<file path="config.mk">
export PLATFORM = sky130hd
export DESIGN_NAME = byte_budget_lru_block_cache_top
export DESIGN_NICKNAME = d
export VERILOG_FILES = /design/src/rtl/core/lbbc_pkg.sv /design/src/rtl/core/lbbc_cell.sv /design/src/rtl/core/lbbc_slot_map.sv /design/src/rtl/core/byte_budget_lru_block_cache_top.sv
export SDC_FILE = /design/constraint.sdc
export NUM_CORES = 1
export LEC_CHECK = 0
export BUFFER_PORTS_ARGS = -buffer_cell sky130_fd_sc_hd__buf_2
export CAP_MARGIN = 20
export CORE_MARGIN = 5
export CORE_UTILIZATION = 50
export DETAILED_ROUTE_END_ITERATION = 10
export PLACE_DENSITY_LB_ADDON = 0.15
export SYNTH_ARGS = -nofsm -noshare
export SYNTH_HDL_FRONTEND = slang
export SYNTH_SLANG_ARGS = --single-unit
</file>
<file path="constraint.sdc">
create_clock -name i_clk -period 7.12 [get_ports i_clk]
set_clock_uncertainty 0.15 [all_clocks]
set_input_delay 1.424 -clock i_clk [delete_from_list [all_inputs] [get_ports i_clk]]
set_output_delay 1.424 -clock i_clk [all_outputs]
set_load 0.05 [all_outputs]
</file>
<file path="src/rtl/core/lbbc_pkg.sv">
// Shared types and constants for the byte-budget LRU block cache.
package lbbc_pkg;

    localparam int BLK_W      = 16;
    localparam int LINE_W     = 8;
    localparam int BYTES_W    = 24;
    localparam int SLOT_OUT_W = 4;

    localparam logic [BYTES_W-1:0] BUDGET_RESET = BYTES_W'(1024 * 1024);

    // Per-cell command: take the neighbor's entry, or drop the own entry.
    typedef struct packed {
        logic take;
        logic pop;
    } t_cell_ctl;

endpackage

</file>
<file path="src/rtl/core/lbbc_cell.sv">
// One recency-ordered cell: holds a cached entry and takes its neighbor's entry on a shift.
module lbbc_cell #(
    parameter int SLOT_W = 4
) (
    input  logic                          i_clk,
    input  logic                          i_rst_n,
    input  lbbc_pkg::t_cell_ctl           i_ctl,
    input  logic                          i_prev_valid,
    input  logic [lbbc_pkg::BLK_W-1:0]    i_prev_block,
    input  logic [lbbc_pkg::BYTES_W-1:0]  i_prev_bytes,
    input  logic [SLOT_W-1:0]             i_prev_slot,
    output logic                          o_valid,
    output logic [lbbc_pkg::BLK_W-1:0]    o_block,
    output logic [lbbc_pkg::BYTES_W-1:0]  o_bytes,
    output logic [SLOT_W-1:0]             o_slot
);

    logic                         r_valid;
    logic [lbbc_pkg::BLK_W-1:0]   r_block;
    logic [lbbc_pkg::BYTES_W-1:0] r_bytes;
    logic [SLOT_W-1:0]            r_slot;

    always_ff @(posedge i_clk) begin
        if (!i_rst_n) begin
            r_valid <= 1'b0;
        end else if (i_ctl.take) begin
            r_valid <= i_prev_valid;
        end else if (i_ctl.pop) begin
            r_valid <= 1'b0;
        end
    end

    always_ff @(posedge i_clk) begin
        if (i_ctl.take) begin
            r_block <= i_prev_block;
            r_bytes <= i_prev_bytes;
            r_slot  <= i_prev_slot;
        end
    end

    assign o_valid = r_valid;
    assign o_block = r_block;
    assign o_bytes = r_bytes;
    assign o_slot  = r_slot;

endmodule

</file>
<file path="src/rtl/core/lbbc_slot_map.sv">
// Slot occupancy map with lowest-free-slot search.
module lbbc_slot_map #(
    parameter int N  = 16,
    parameter int SW = 4
) (
    input  logic          i_clk,
    input  logic          i_rst_n,
    input  logic          i_set,
    input  logic [SW-1:0] i_set_slot,
    input  logic          i_clr,
    input  logic [SW-1:0] i_clr_slot,
    output logic [N-1:0]  o_used,
    output logic [SW-1:0] o_free_slot
);

    logic [N-1:0]  r_used;
    logic [N-1:0]  w_free;
    logic [N-1:0]  w_lowest;
    logic [SW-1:0] w_idx;

    always_ff @(posedge i_clk) begin
        if (!i_rst_n) begin
            r_used <= '0;
        end else begin
            if (i_clr) begin
                r_used[i_clr_slot] <= 1'b0;
            end
            if (i_set) begin
                r_used[i_set_slot] <= 1'b1;
            end
        end
    end

    // Isolate the lowest free bit, then encode it.
    assign w_free   = ~r_used;
    assign w_lowest = w_free & (~w_free + N'(1));

    always_comb begin
        w_idx = '0;
        for (int k = 0; k < N; k++) begin
            if (w_lowest[k]) begin
                w_idx = w_idx | SW'(k);
            end
        end
    end

    assign o_used      = r_used;
    assign o_free_slot = w_idx;

endmodule

</file>
<file path="src/rtl/core/byte_budget_lru_block_cache_top.sv">
// Hit or oversized block: transfer cycle, then a lookup cycle that registers the one result;
// an output stall holds the lookup.
// Miss: lookup, budget evictions one per cycle while the output is free, a step that finds the
// budget met or zeroes bytes on an empty row, then a full-row eviction if needed and the insert.
// One request at a time; the next transfer follows the cycle after the final result registers.
// Synchronous active-low reset empties cells and slot map, zeroes bytes, budget to 1 MiB.
module byte_budget_lru_block_cache_top #(
    parameter int MAX_ENTRIES = 16
) (
    input  logic                          i_clk,
    input  logic                          i_rst_n,
    input  logic                          i_byte_budget_we,
    input  logic [lbbc_pkg::BYTES_W-1:0]  i_byte_budget,
    input  logic                          i_valid,
    output logic                          o_ready,
    input  logic [lbbc_pkg::BLK_W-1:0]    i_block_id,
    input  logic [lbbc_pkg::LINE_W-1:0]   i_line_index,
    input  logic [lbbc_pkg::BYTES_W-1:0]  i_block_bytes,
    output logic                          o_valid,
    input  logic                          i_ready,
    output logic                          o_hit,
    output logic [lbbc_pkg::SLOT_OUT_W-1:0] o_slot,
    output logic [lbbc_pkg::LINE_W-1:0]   o_line_out,
    output logic                          o_is_eviction,
    output logic [lbbc_pkg::BLK_W-1:0]    o_evicted_block,
    output logic                          o_too_big,
    output logic [lbbc_pkg::BYTES_W-1:0]  o_used_total,
    output logic                          o_last
);

    localparam int PW = $clog2(MAX_ENTRIES);

    typedef enum logic [1:0] {
        S_IDLE,
        S_LOOK,
        S_EVICT,
        S_PLACE
    } t_state;

    t_state r_state, n_state;

    logic [lbbc_pkg::BLK_W-1:0]   r_blk;
    logic [lbbc_pkg::LINE_W-1:0]  r_line;
    logic [lbbc_pkg::BYTES_W-1:0] r_size;
    logic [lbbc_pkg::BYTES_W-1:0] r_budget;
    logic [lbbc_pkg::BYTES_W-1:0] r_used, n_used;

    logic                           r_out_valid;
    logic                           r_hit;
    logic [lbbc_pkg::SLOT_OUT_W-1:0] r_slot;
    logic [lbbc_pkg::LINE_W-1:0]    r_line_out;
    logic                           r_evict;
    logic [lbbc_pkg::BLK_W-1:0]     r_ev_blk;
    logic                           r_too_big;
    logic [lbbc_pkg::BYTES_W-1:0]   r_used_total;
    logic                           r_last;

    // Cell row
    logic [MAX_ENTRIES-1:0]       w_valid;
    logic [lbbc_pkg::BLK_W-1:0]   w_blk   [MAX_ENTRIES];
    logic [lbbc_pkg::BYTES_W-1:0] w_bytes [MAX_ENTRIES];
    logic [PW-1:0]                w_slot  [MAX_ENTRIES];
    lbbc_pkg::t_cell_ctl          w_ctl   [MAX_ENTRIES];

    logic [MAX_ENTRIES-1:0]       w_match;
    logic [MAX_ENTRIES-1:0]       w_last_oh;
    logic                         w_hit_any;
    logic [PW-1:0]                w_hit_pos;
    logic [PW-1:0]                w_hit_slot;
    logic [lbbc_pkg::BYTES_W-1:0] w_hit_bytes;
    logic [PW-1:0]                w_old_slot;
    logic [lbbc_pkg::BLK_W-1:0]   w_old_blk;
    logic [lbbc_pkg::BYTES_W-1:0] w_old_bytes;

    logic [MAX_ENTRIES-1:0]       w_used_map;
    logic [PW-1:0]                w_free_slot;

    logic [lbbc_pkg::BYTES_W-1:0] w_head_bytes;
    logic [PW-1:0]                w_head_slot;

    logic w_out_free, w_over, w_big, w_full, w_any;
    logic w_do_hit, w_do_big, w_do_evict, w_do_insert, w_do_zero, w_emit;
    logic [PW-1:0] w_emit_slot;

    assign w_head_bytes = w_do_hit ? w_hit_bytes : r_size;
    assign w_head_slot  = w_do_hit ? w_hit_slot  : w_free_slot;

    for (genvar k = 0; k < MAX_ENTRIES; k++) begin : g_cell
        if (k == 0) begin : g_head
            lbbc_cell #(.SLOT_W(PW)) u_cell (
                .i_clk        (i_clk),
                .i_rst_n      (i_rst_n),
                .i_ctl        (w_ctl[k]),
                .i_prev_valid (1'b1),
                .i_prev_block (r_blk),
                .i_prev_bytes (w_head_bytes),
                .i_prev_slot  (w_head_slot),
                .o_valid      (w_valid[k]),
                .o_block      (w_blk[k]),
                .o_bytes      (w_bytes[k]),
                .o_slot       (w_slot[k])
            );
        end else begin : g_body
            lbbc_cell #(.SLOT_W(PW)) u_cell (
                .i_clk        (i_clk),
                .i_rst_n      (i_rst_n),
                .i_ctl        (w_ctl[k]),
                .i_prev_valid (w_valid[k-1]),
                .i_prev_block (w_blk[k-1]),
                .i_prev_bytes (w_bytes[k-1]),
                .i_prev_slot  (w_slot[k-1]),
                .o_valid      (w_valid[k]),
                .o_block      (w_blk[k]),
                .o_bytes      (w_bytes[k]),
                .o_slot       (w_slot[k])
            );
        end
        // Move to front shifts every cell down to the hit position.
        assign w_ctl[k].take = w_do_insert || (w_do_hit && (PW'(k) <= w_hit_pos));
        assign w_ctl[k].pop  = w_do_evict && w_last_oh[k];
    end

    lbbc_slot_map #(.N(MAX_ENTRIES), .SW(PW)) u_slot_map (
        .i_clk       (i_clk),
        .i_rst_n     (i_rst_n),
        .i_set       (w_do_insert),
        .i_set_slot  (w_free_slot),
        .i_clr       (w_do_evict),
        .i_clr_slot  (w_old_slot),
        .o_used      (w_used_map),
        .o_free_slot (w_free_slot)
    );

    // Valid cells form a prefix; the oldest entry sits in the last valid cell.
    assign w_last_oh = w_valid & ~(w_valid >> 1);

    always_comb begin
        w_hit_pos   = '0;
        w_hit_slot  = '0;
        w_hit_bytes = '0;
        w_old_slot  = '0;
        w_old_blk   = '0;
        w_old_bytes = '0;
        for (int k = 0; k < MAX_ENTRIES; k++) begin
            w_match[k] = w_valid[k] && (w_blk[k] == r_blk);
            if (w_match[k]) begin
                w_hit_pos   = w_hit_pos   | PW'(k);
                w_hit_slot  = w_hit_slot  | w_slot[k];
                w_hit_bytes = w_hit_bytes | w_bytes[k];
            end
            if (w_last_oh[k]) begin
                w_old_slot  = w_old_slot  | w_slot[k];
                w_old_blk   = w_old_blk   | w_blk[k];
                w_old_bytes = w_old_bytes | w_bytes[k];
            end
        end
    end

    assign w_hit_any  = |w_match;
    assign w_out_free = !r_out_valid || i_ready;
    assign w_over     = ({1'b0, r_used} + {1'b0, r_size}) > {1'b0, r_budget};
    assign w_big      = r_size > r_budget;
    assign w_full     = w_valid[MAX_ENTRIES-1];
    assign w_any      = w_valid[0];

    always_comb begin
        n_state     = r_state;
        w_do_hit    = 1'b0;
        w_do_big    = 1'b0;
        w_do_evict  = 1'b0;
        w_do_insert = 1'b0;
        w_do_zero   = 1'b0;
        case (r_state)
            S_IDLE: begin
                if (i_valid) begin
                    n_state = S_LOOK;
                end
            end
            S_LOOK: begin
                if (w_out_free) begin
                    if (w_hit_any) begin
                        w_do_hit = 1'b1;
                        n_state  = S_IDLE;
                    end else if (w_big) begin
                        w_do_big = 1'b1;
                        n_state  = S_IDLE;
                    end else begin
                        n_state = S_EVICT;
                    end
                end
            end
            S_EVICT: begin
                if (!w_over) begin
                    n_state = S_PLACE;
                end else if (!w_any) begin
                    w_do_zero = 1'b1;
                    n_state   = S_PLACE;
                end else if (w_out_free) begin
                    w_do_evict = 1'b1;
                end
            end
            S_PLACE: begin
                // A full row drops its oldest entry first, freeing that slot.
                if (w_out_free) begin
                    if (w_full) begin
                        w_do_evict = 1'b1;
                    end else begin
                        w_do_insert = 1'b1;
                        n_state     = S_IDLE;
                    end
                end
            end
            default: begin
                n_state = S_IDLE;
            end
        endcase
    end

    always_comb begin
        if (w_do_evict) begin
            n_used = (r_used >= w_old_bytes) ? (r_used - w_old_bytes) : '0;
        end else if (w_do_insert) begin
            n_used = r_used + r_size;
        end else if (w_do_zero) begin
            n_used = '0;
        end else begin
            n_used = r_used;
        end
    end

    assign w_emit = w_do_hit || w_do_big || w_do_evict || w_do_insert;

    always_comb begin
        if (w_do_hit) begin
            w_emit_slot = w_hit_slot;
        end else if (w_do_evict) begin
            w_emit_slot = w_old_slot;
        end else if (w_do_insert) begin
            w_emit_slot = w_free_slot;
        end else begin
            w_emit_slot = '0;
        end
    end

    always_ff @(posedge i_clk) begin
        if (!i_rst_n) begin
            r_state     <= S_IDLE;
            r_budget    <= lbbc_pkg::BUDGET_RESET;
            r_used      <= '0;
            r_out_valid <= 1'b0;
        end else begin
            r_state <= n_state;
            r_used  <= n_used;
            if (i_byte_budget_we) begin
                r_budget <= i_byte_budget;
            end
            if (r_state == S_IDLE && i_valid) begin
                r_blk  <= i_block_id;
                r_line <= i_line_index;
                r_size <= i_block_bytes;
            end
            if (w_emit) begin
                r_out_valid  <= 1'b1;
                r_hit        <= w_do_hit;
                r_slot       <= lbbc_pkg::SLOT_OUT_W'(w_emit_slot);
                r_line_out   <= r_line;
                r_evict      <= w_do_evict;
                r_ev_blk     <= w_do_evict ? w_old_blk : '0;
                r_too_big    <= w_do_big;
                r_used_total <= n_used;
                r_last       <= w_do_hit || w_do_big || w_do_insert;
            end else if (i_ready) begin
                r_out_valid <= 1'b0;
            end
        end
    end

    assign o_ready         = (r_state == S_IDLE);
    assign o_valid         = r_out_valid;
    assign o_hit           = r_hit;
    assign o_slot          = r_slot;
    assign o_line_out      = r_line_out;
    assign o_is_eviction   = r_evict;
    assign o_evicted_block = r_ev_blk;
    assign o_too_big       = r_too_big;
    assign o_used_total    = r_used_total;
    assign o_last          = r_last;

    a_valid_prefix: assert property (@(posedge i_clk) disable iff (!i_rst_n)
        (w_valid & (w_valid + MAX_ENTRIES'(1))) == '0)
        else $error("cell row valid bits are not a prefix");

    a_map_matches_row: assert property (@(posedge i_clk) disable iff (!i_rst_n)
        $countones(w_used_map) == $countones(w_valid))
        else $error("slot map occupancy disagrees with cell row");

    a_partial_busy: assert property (@(posedge i_clk) disable iff (!i_rst_n)
        (o_valid && !o_last) |-> (r_state != S_IDLE))
        else $error("non-final result pending while idle");

    a_evict_has_victim: assert property (@(posedge i_clk) disable iff (!i_rst_n)
        w_do_evict |-> w_any)
        else $error("eviction with an empty cell row");

endmodule
</file>
* Word-level counts from Yosys, hierarchy flattened
Index checks and enable logic that the tools add are counted.
Widths: inputs -> output; s select.
** Storage, ports and cells
- Bits in registers :: 891
- Input bits :: 77
- Output and inout bits :: 58
- Word-level logic and storage cells :: 497
** Cells by class
- Add/subtract/negate cells :: 4
- Order comparisons :: 23
- Eq/ne operators :: 24
- Muxes and demuxes :: 188
- Bitwise operators :: 83
- Reductions and logical operators :: 95
** Operators by type and width (count)
- $mux 24 :: 37
- $or 24x24->24 :: 30
- $mux 16 :: 19
- $eq 16x16->1 :: 16
- $or 16x16->16 :: 16
- $mux 4 :: 52
- $or 4x4->4 :: 30
- $mux 1 :: 56
- $logic_and 1x1->1 :: 51
- $and 16x16->16 :: 3
- $not 16->16 :: 3
- $reduce_bool 2->1 :: 17
- $le 4x4->1 const A :: 8
- $add 24x24->25 :: 1
- $gt 25x24->1 :: 1
- $add 24x24->24 :: 1
- $ge 24x24->1 :: 1
- $gt 24x24->1 :: 1
- $mux 2 :: 12
- $mux 3 :: 8
- $sub 24x24->24 :: 1
- $logic_or 1x1->1 :: 21
- $add 16x1->16 const B :: 1
- $le 3x4->1 const A :: 4
- other kinds (17) :: 27

* Depth between registers and ports, before layout
- Depth in word-level cells :: 43
- Depth in mapped cells :: 21

* Hierarchy
A second synthesis with hierarchy kept.
** Second synthesis, totals
- Cell total of the unflattened synthesis :: 3182
- Area total of the unflattened synthesis :: 42230.5 µm²
** By module, submodules not included
- lbbc_cell :: instances 16, cells an instance 47, area an instance 1362.6 µm², seq. area each 1341.3 µm²
- byte_budget_lru_block_cache_top :: instances 1, cells an instance 2321, area an instance 19565.0 µm², seq. area each 4144.0 µm²
- lbbc_slot_map :: instances 1, cells an instance 109, area an instance 864.6 µm², seq. area each 320.3 µm²

* Worst setup path before layout
OpenSTA, ideal clock, no wires.
- Path kind :: flip-flop to flip-flop
- Start :: register r_size[0] in the netlist's numbering
- End :: register r_ev_blk, in the netlist o_evicted_block[0], enable pin
- Data arrival time :: 5.068 ns
- Slack :: 1.380 ns
- Cell stages (with the launch flop) :: 19
- Cells stage by stage :: edfxtp_1 ha_1 fa_1 a211oi_1 o31a_1 and4bb_1 o31a_1 o21ai_0 a21oi_1 xor2_1 ha_1 a21o_1 a2111oi_0 a21oi_1 a311oi_1 a21oi_4 nor2_8 inv_2 o21a_1
** On the way
- Cells in the longest elaborated chain, start to end :: 9
- Elaborated cells on any way between the ends :: 13
- Those cells by class :: add/sub (1); order compare (2); mux (6); reduce/logical (4)
** Ends and longest elaborated chain
- start: declaration :: line byte_budget_lru_block_cache_top.sv:44 : logic [lbbc_pkg::BYTES_W-1:0] r_size;
- start signal: assignment :: line byte_budget_lru_block_cache_top.sv:260 : r_size <= i_block_bytes;
- branches (longest 6 deep; another with $add 24x24->25)
- $logic_or 1x1->1 (*) (2 in a row) :: line byte_budget_lru_block_cache_top.sv:231 : assign w_emit = w_do_hit || w_do_big || w_do_evict || w_do_insert;
- $reduce_and 2->1 (no line) (*)
- end signal: assignment :: line byte_budget_lru_block_cache_top.sv:268 : r_ev_blk <= w_do_evict ? w_old_blk : '0;
- end: declaration :: line byte_budget_lru_block_cache_top.sv:53 : logic [lbbc_pkg::BLK_W-1:0] r_ev_blk;
Every way passes the cells marked *.
A chain may end at the register's enable or synchronous reset.

* Worst setup path after layout
- Start :: register r_size[0] in the netlist's numbering
- End :: register r_used[18] in the netlist's numbering
** On the way
- Cells in the longest elaborated chain, start to end :: 7
- Elaborated cells on any way between the ends :: 10
- Those cells by class :: add/sub (2); order compare (1); mux (7)
** Ends and longest elaborated chain
- $add 24x24->25 :: line byte_budget_lru_block_cache_top.sv:161 : assign w_over = ({1'b0, r_used} + {1'b0, r_size}) > {1'b0, r_budget};
- $gt 25x24->1 :: line byte_budget_lru_block_cache_top.sv:161
- $mux 1 :: line byte_budget_lru_block_cache_top.sv:193 : if (!w_over) begin
- $mux 1 :: line byte_budget_lru_block_cache_top.sv:173 : case (r_state)
- $mux 24 :: line byte_budget_lru_block_cache_top.sv:224 : end else if (w_do_zero) begin
- $mux 24 :: line byte_budget_lru_block_cache_top.sv:222 : end else if (w_do_insert) begin
- $mux 24 (*) :: line byte_budget_lru_block_cache_top.sv:220 : if (w_do_evict) begin
- end signal: assignment :: line byte_budget_lru_block_cache_top.sv:253 : r_used <= n_used;
- end: declaration :: line byte_budget_lru_block_cache_top.sv:46 : logic [lbbc_pkg::BYTES_W-1:0] r_used, n_used;
Every way passes the cells marked *; elsewhere a longest branch is shown, timed or not.

==> impl_metrics.toml <==
[yosys]
dominantRegCellSynth = "sky130_fd_sc_hd__edfxtp_1"
synthesized_cell_area_um2 = 42000
synth_enable_flop_cells = 808
synth.yosys.warnings = 0
synth_nets = 3355
yosys_register_bits = 891
synth_cell_types = 88
post_synth.cell_area_avg_um2 = 13.2
netlist_instances = 3175
synth-seq-area-share_pct = 61.8
async_flop_share_pct = 0

[job]
maxCapViolCount = 0

[worst_setup_path]
arrival_ns = 7.06
cp_data_required_time_ns = 7.56
timing.rr.start = "r_size[0]$_DFFE_PP_"
r2r_end = "r_used[18]$_SDFF_PN0_"
setup_slack_reg_to_reg_ns = 0.50
reg2reg_depth = 19
crit_path_end_kind = "flop"
timing.critical_path.to = "r_used[18]$_SDFF_PN0_"
crit_path_start = "r_size[0]$_DFFE_PP_"
crit_path_start_kind = "flop"
worstSetupPathType = "reg2reg"
timing.critical_path.fanout_max = 49

[power_and_ir_drop]
p_comb_share_pct = 7.9
peakVddDrop_v = 0.000224
cellLeakagePower_nw = 16.0
seq_power_share_pct = 49.1
switching_power_mw = 2.94
clockPowerShare_pct = 43.0
internal_power_mw = 9.09
pwr_density_cell_nw_per_um2 = 254
switching_share_pct = 24.4

[global_routing]
vias_in_the_first_global_route = 31800
number_of_antenna_violations_at_the_first_check_in_global_routing = 0
grt_pass1_wl_um = 239000
grtUsageTotal_pct = 36.8
global_route.overflow_total = 0
grt_max_degree = 57

[floorplanning]
dieHeight_um = 300
core_area_um2 = 83400
rows = 106
die_width_um = 300
design.portCount = 135
dieArea_um2 = 89800
initial_utilization_pct = 50.3

[final_layout]
layout_commonest_cell = "sky130_fd_sc_hd__edfxtp_1"
number_of_nets_in_the_layout = 3477
n_fill_cell = 6708
most-common-layout-cells = "808 x sky130_fd_sc_hd__edfxtp_1, 321 x sky130_fd_sc_hd__a22oi_1, 200 x sky130_fd_sc_hd__xor2_1, 163 x sky130_fd_sc_hd__nor2_1, 143 x sky130_fd_sc_hd__a22o_1"
final-seq-area_um2 = 25900
area_growth_syn_to_layout_pct = 12.9
layout-drive-gt1-share_pct = 13.2
multi_input_area_um2 = 15200

[routing]
routed-via-count = 32400
drt_drc_violations_left = 0
route.antenna.remaining_nets = 0
detail_route.first_pass.iterations = 7
wirelength_um = 170000
average_detailed_routed_wire_length_per_instance_um = 38.2
drt_first_iter_violations = 4840
vias_per_cell = 7.27

[sta]
worst_pin_slew_ns = 1.19
fin_ws_ns = 0.501
relSlewSlack_pct = 20.6
timing_hold_violations_final = 0
timing.final.max_slew_violations = 0
final.min_clock_period_ns = 6.62
setup_repair_after_global_routing_missed_its_margin = "no"
timing.final.setup_violations = 0
max_freq_mhz = 151
finalCritPeriodShare_pct = 93.0
fin_setup_tns_ns = 0

[clock_network]
clock_path_buffers = 3
tritoncts_clock_tree = "built"
clkTransAtPathRegs_ns = 0.06
post-cts-setup-buffers = 0
cts_resized = 0
clock_sinks = 891
ctsHoldBuffers = 0
cts.htree.levels = 3
cts_inserted_buffers = 96
clock_insertion_delay_worst_skew_ns = 0.70
clock-root-buffer = "sky130_fd_sc_hd__clkbuf_16"

[place]
io_buffer_count = 134
place_worst_setup_slack_ns = 0.265
routabilityCongestion = 1.02
post-dp-hpwl_um = 107000

[worst_hold_path]
timing.hold.worst.start = "r_line[7]$_DFFE_PP_"
hold_path_class = "reg2reg"

[run_status]
result_of_the_run = "finished clean"
==> cells in the mapped netlist (all sizes together) (24+ instances only) <==
master / instances / area share, %
a31oi: 26 / 0.39
and3: 24 / 0.36
o21ai: 62 / 0.76
dfxtp: 83 / 4.0
buf: 100 / 1.6
a22oi: 321 / 5.7
nand3: 106 / 1.3
nor3: 48 / 0.60
a21oi: 81 / 1.0
clkbuf: 98 / 0.88
nor4: 70 / 1.3
nor2: 174 / 1.6
nand2: 95 / 0.86
xor2: 201 / 4.2
mux2i: 29 / 0.69
xnor2: 92 / 1.9
inv: 50 / 0.45
edfxtp: 808 / 58
o22ai: 49 / 0.73
a221oi: 136 / 2.8
nor2b: 25 / 0.37
a22o: 143 / 3.0
ha: 101 / 3.0
nand4: 61 / 0.92
==> area by class of cell <==
| cell class | count | share of cell area [%] |
|---|---|---|
| antenna | 1 | 0.00528 |
| tap | 1080 | 2.85 |
| clock inverter | 60 | 1.42 |
| timing repair buffer | 222 | 3.29 |
| clock buffer | 116 | 5.32 |
| inverter | 50 | 0.399 |
| multi-input combinational | 2036 | 32.0 |
| sequential | 891 | 54.7 |
==> how the worst min path moves through the flow <==
stage	to	depth (start not counted)
2_1_floorplan	o_line_out[0]$_DFFE_PP_	0
3_3_place_gp	o_line_out[7]$_DFFE_PP_	0
3_5_place_dp	o_line_out[1]$_DFFE_PP_	0
4_1_cts	o_line_out[7]$_DFFE_PP_	0
5_1_grt	o_line_out[5]$_DFFE_PP_	0
6_report	o_line_out[7]$_DFFE_PP_	0
==> registers in the layout (all words and copies together) (netlist names), 4 cells and up, named ones only <==
name and count:
r_budget 24, r_blk 16, u_slot_map.o_used 16, o_slot 4, r_used 24, g_cell.g_body.u_cell.o_bytes 360, o_evicted_block 16, g_cell.g_head.u_cell.o_block 16
g_cell.g_head.u_cell.o_bytes 24, r_size 24, g_cell.g_body.u_cell.o_slot 60, r_line 8, o_line_out 8, o_used_total 24, g_cell.g_body.u_cell.o_block 240, g_cell.g_head.u_cell.o_slot 4
g_cell.g_body.u_cell.o_valid 15
==> layer usage <==
| metal | global-route usage, % | vias up | share of wire [%] |
|---|---|---|---|
| li1 | - | 13000 | - |
| met1 | 47.2 | 16000 | 36 |
| met2 | 56.8 | 2697 | 44 |
| met3 | 9.14 | 706 | 12 |
| met4 | 22.4 | 0 | 8.0 |
| met5 | 0 | - | 0 |
==> power by group through the flow <==
stage | clock network [mW] | registers, mW | logic, mW
4_1_cts | 5.21 | 5.90 | 0.931
6_report | 5.18 | 5.90 | 0.948
2_1_floorplan | 0 | 6.02 | 0.557
3_5_place_dp | 0 | 6.01 | 0.926
3_3_place_gp | 0 | 6.01 | 0.919
5_1_grt | 5.45 | 5.91 | 1.00
==> worst max-delay path, cell delays in order, from the launching register on <==
cell	delay [ns]
sky130_fd_sc_hd__edfxtp_1	0.39
sky130_fd_sc_hd__ha_1	0.26
sky130_fd_sc_hd__fa_1	0.44
sky130_fd_sc_hd__a211oi_1	0.29
sky130_fd_sc_hd__o31a_1	0.30
sky130_fd_sc_hd__and4bb_1	0.25
sky130_fd_sc_hd__o31a_1	0.37
sky130_fd_sc_hd__o21ai_0	0.19
sky130_fd_sc_hd__a21oi_1	0.10
sky130_fd_sc_hd__xor2_1	0.21
sky130_fd_sc_hd__ha_1	0.30
sky130_fd_sc_hd__a21o_1	0.17
sky130_fd_sc_hd__a2111oi_0	0.62
sky130_fd_sc_hd__nand4b_1	0.20
sky130_fd_sc_hd__a311oi_1	0.55
sky130_fd_sc_hd__a21oi_4	0.19
sky130_fd_sc_hd__nor2_8	0.12
sky130_fd_sc_hd__buf_4	0.56
sky130_fd_sc_hd__nand2_2	0.54
sky130_fd_sc_hd__o22ai_1	0.33
==> per-stage QoR <==
step / area, µm² / total power, mW / std cells / hold WS [ns] / util (%)
after floorplan: 42000 / 6.57 / 3175 / 0.250 / -
after global placement: 44200 / 6.93 / 4276 / 0.254 / 52.9
after detailed placement: 44200 / 6.94 / 4277 / 0.255 / 52.9
after CTS: 47300 / 12.0 / 4453 / 0.270 / 56.8
after global routing: 47400 / 12.4 / 4455 / 0.282 / 56.8
final: 47400 / 12.0 / 4456 / 0.270 / 56.8
==> cells by family (layout without fill, tap and decap cells) <==
kind of cell,after synthesis,in the layout,synth area share (%)
DFF,891,891,61.8
other,0,1,0
muxes,30,30,0.719
and+or+nand+nor,676,676,8.57
xor gates and xnor gates,293,293,6.13
adders and majority gates,103,103,3.11
AOI/OAI and AO/OA,934,934,16.8
buffers and inverters,248,448,2.88
Note: power is estimated with default switching activity, not from simulation.
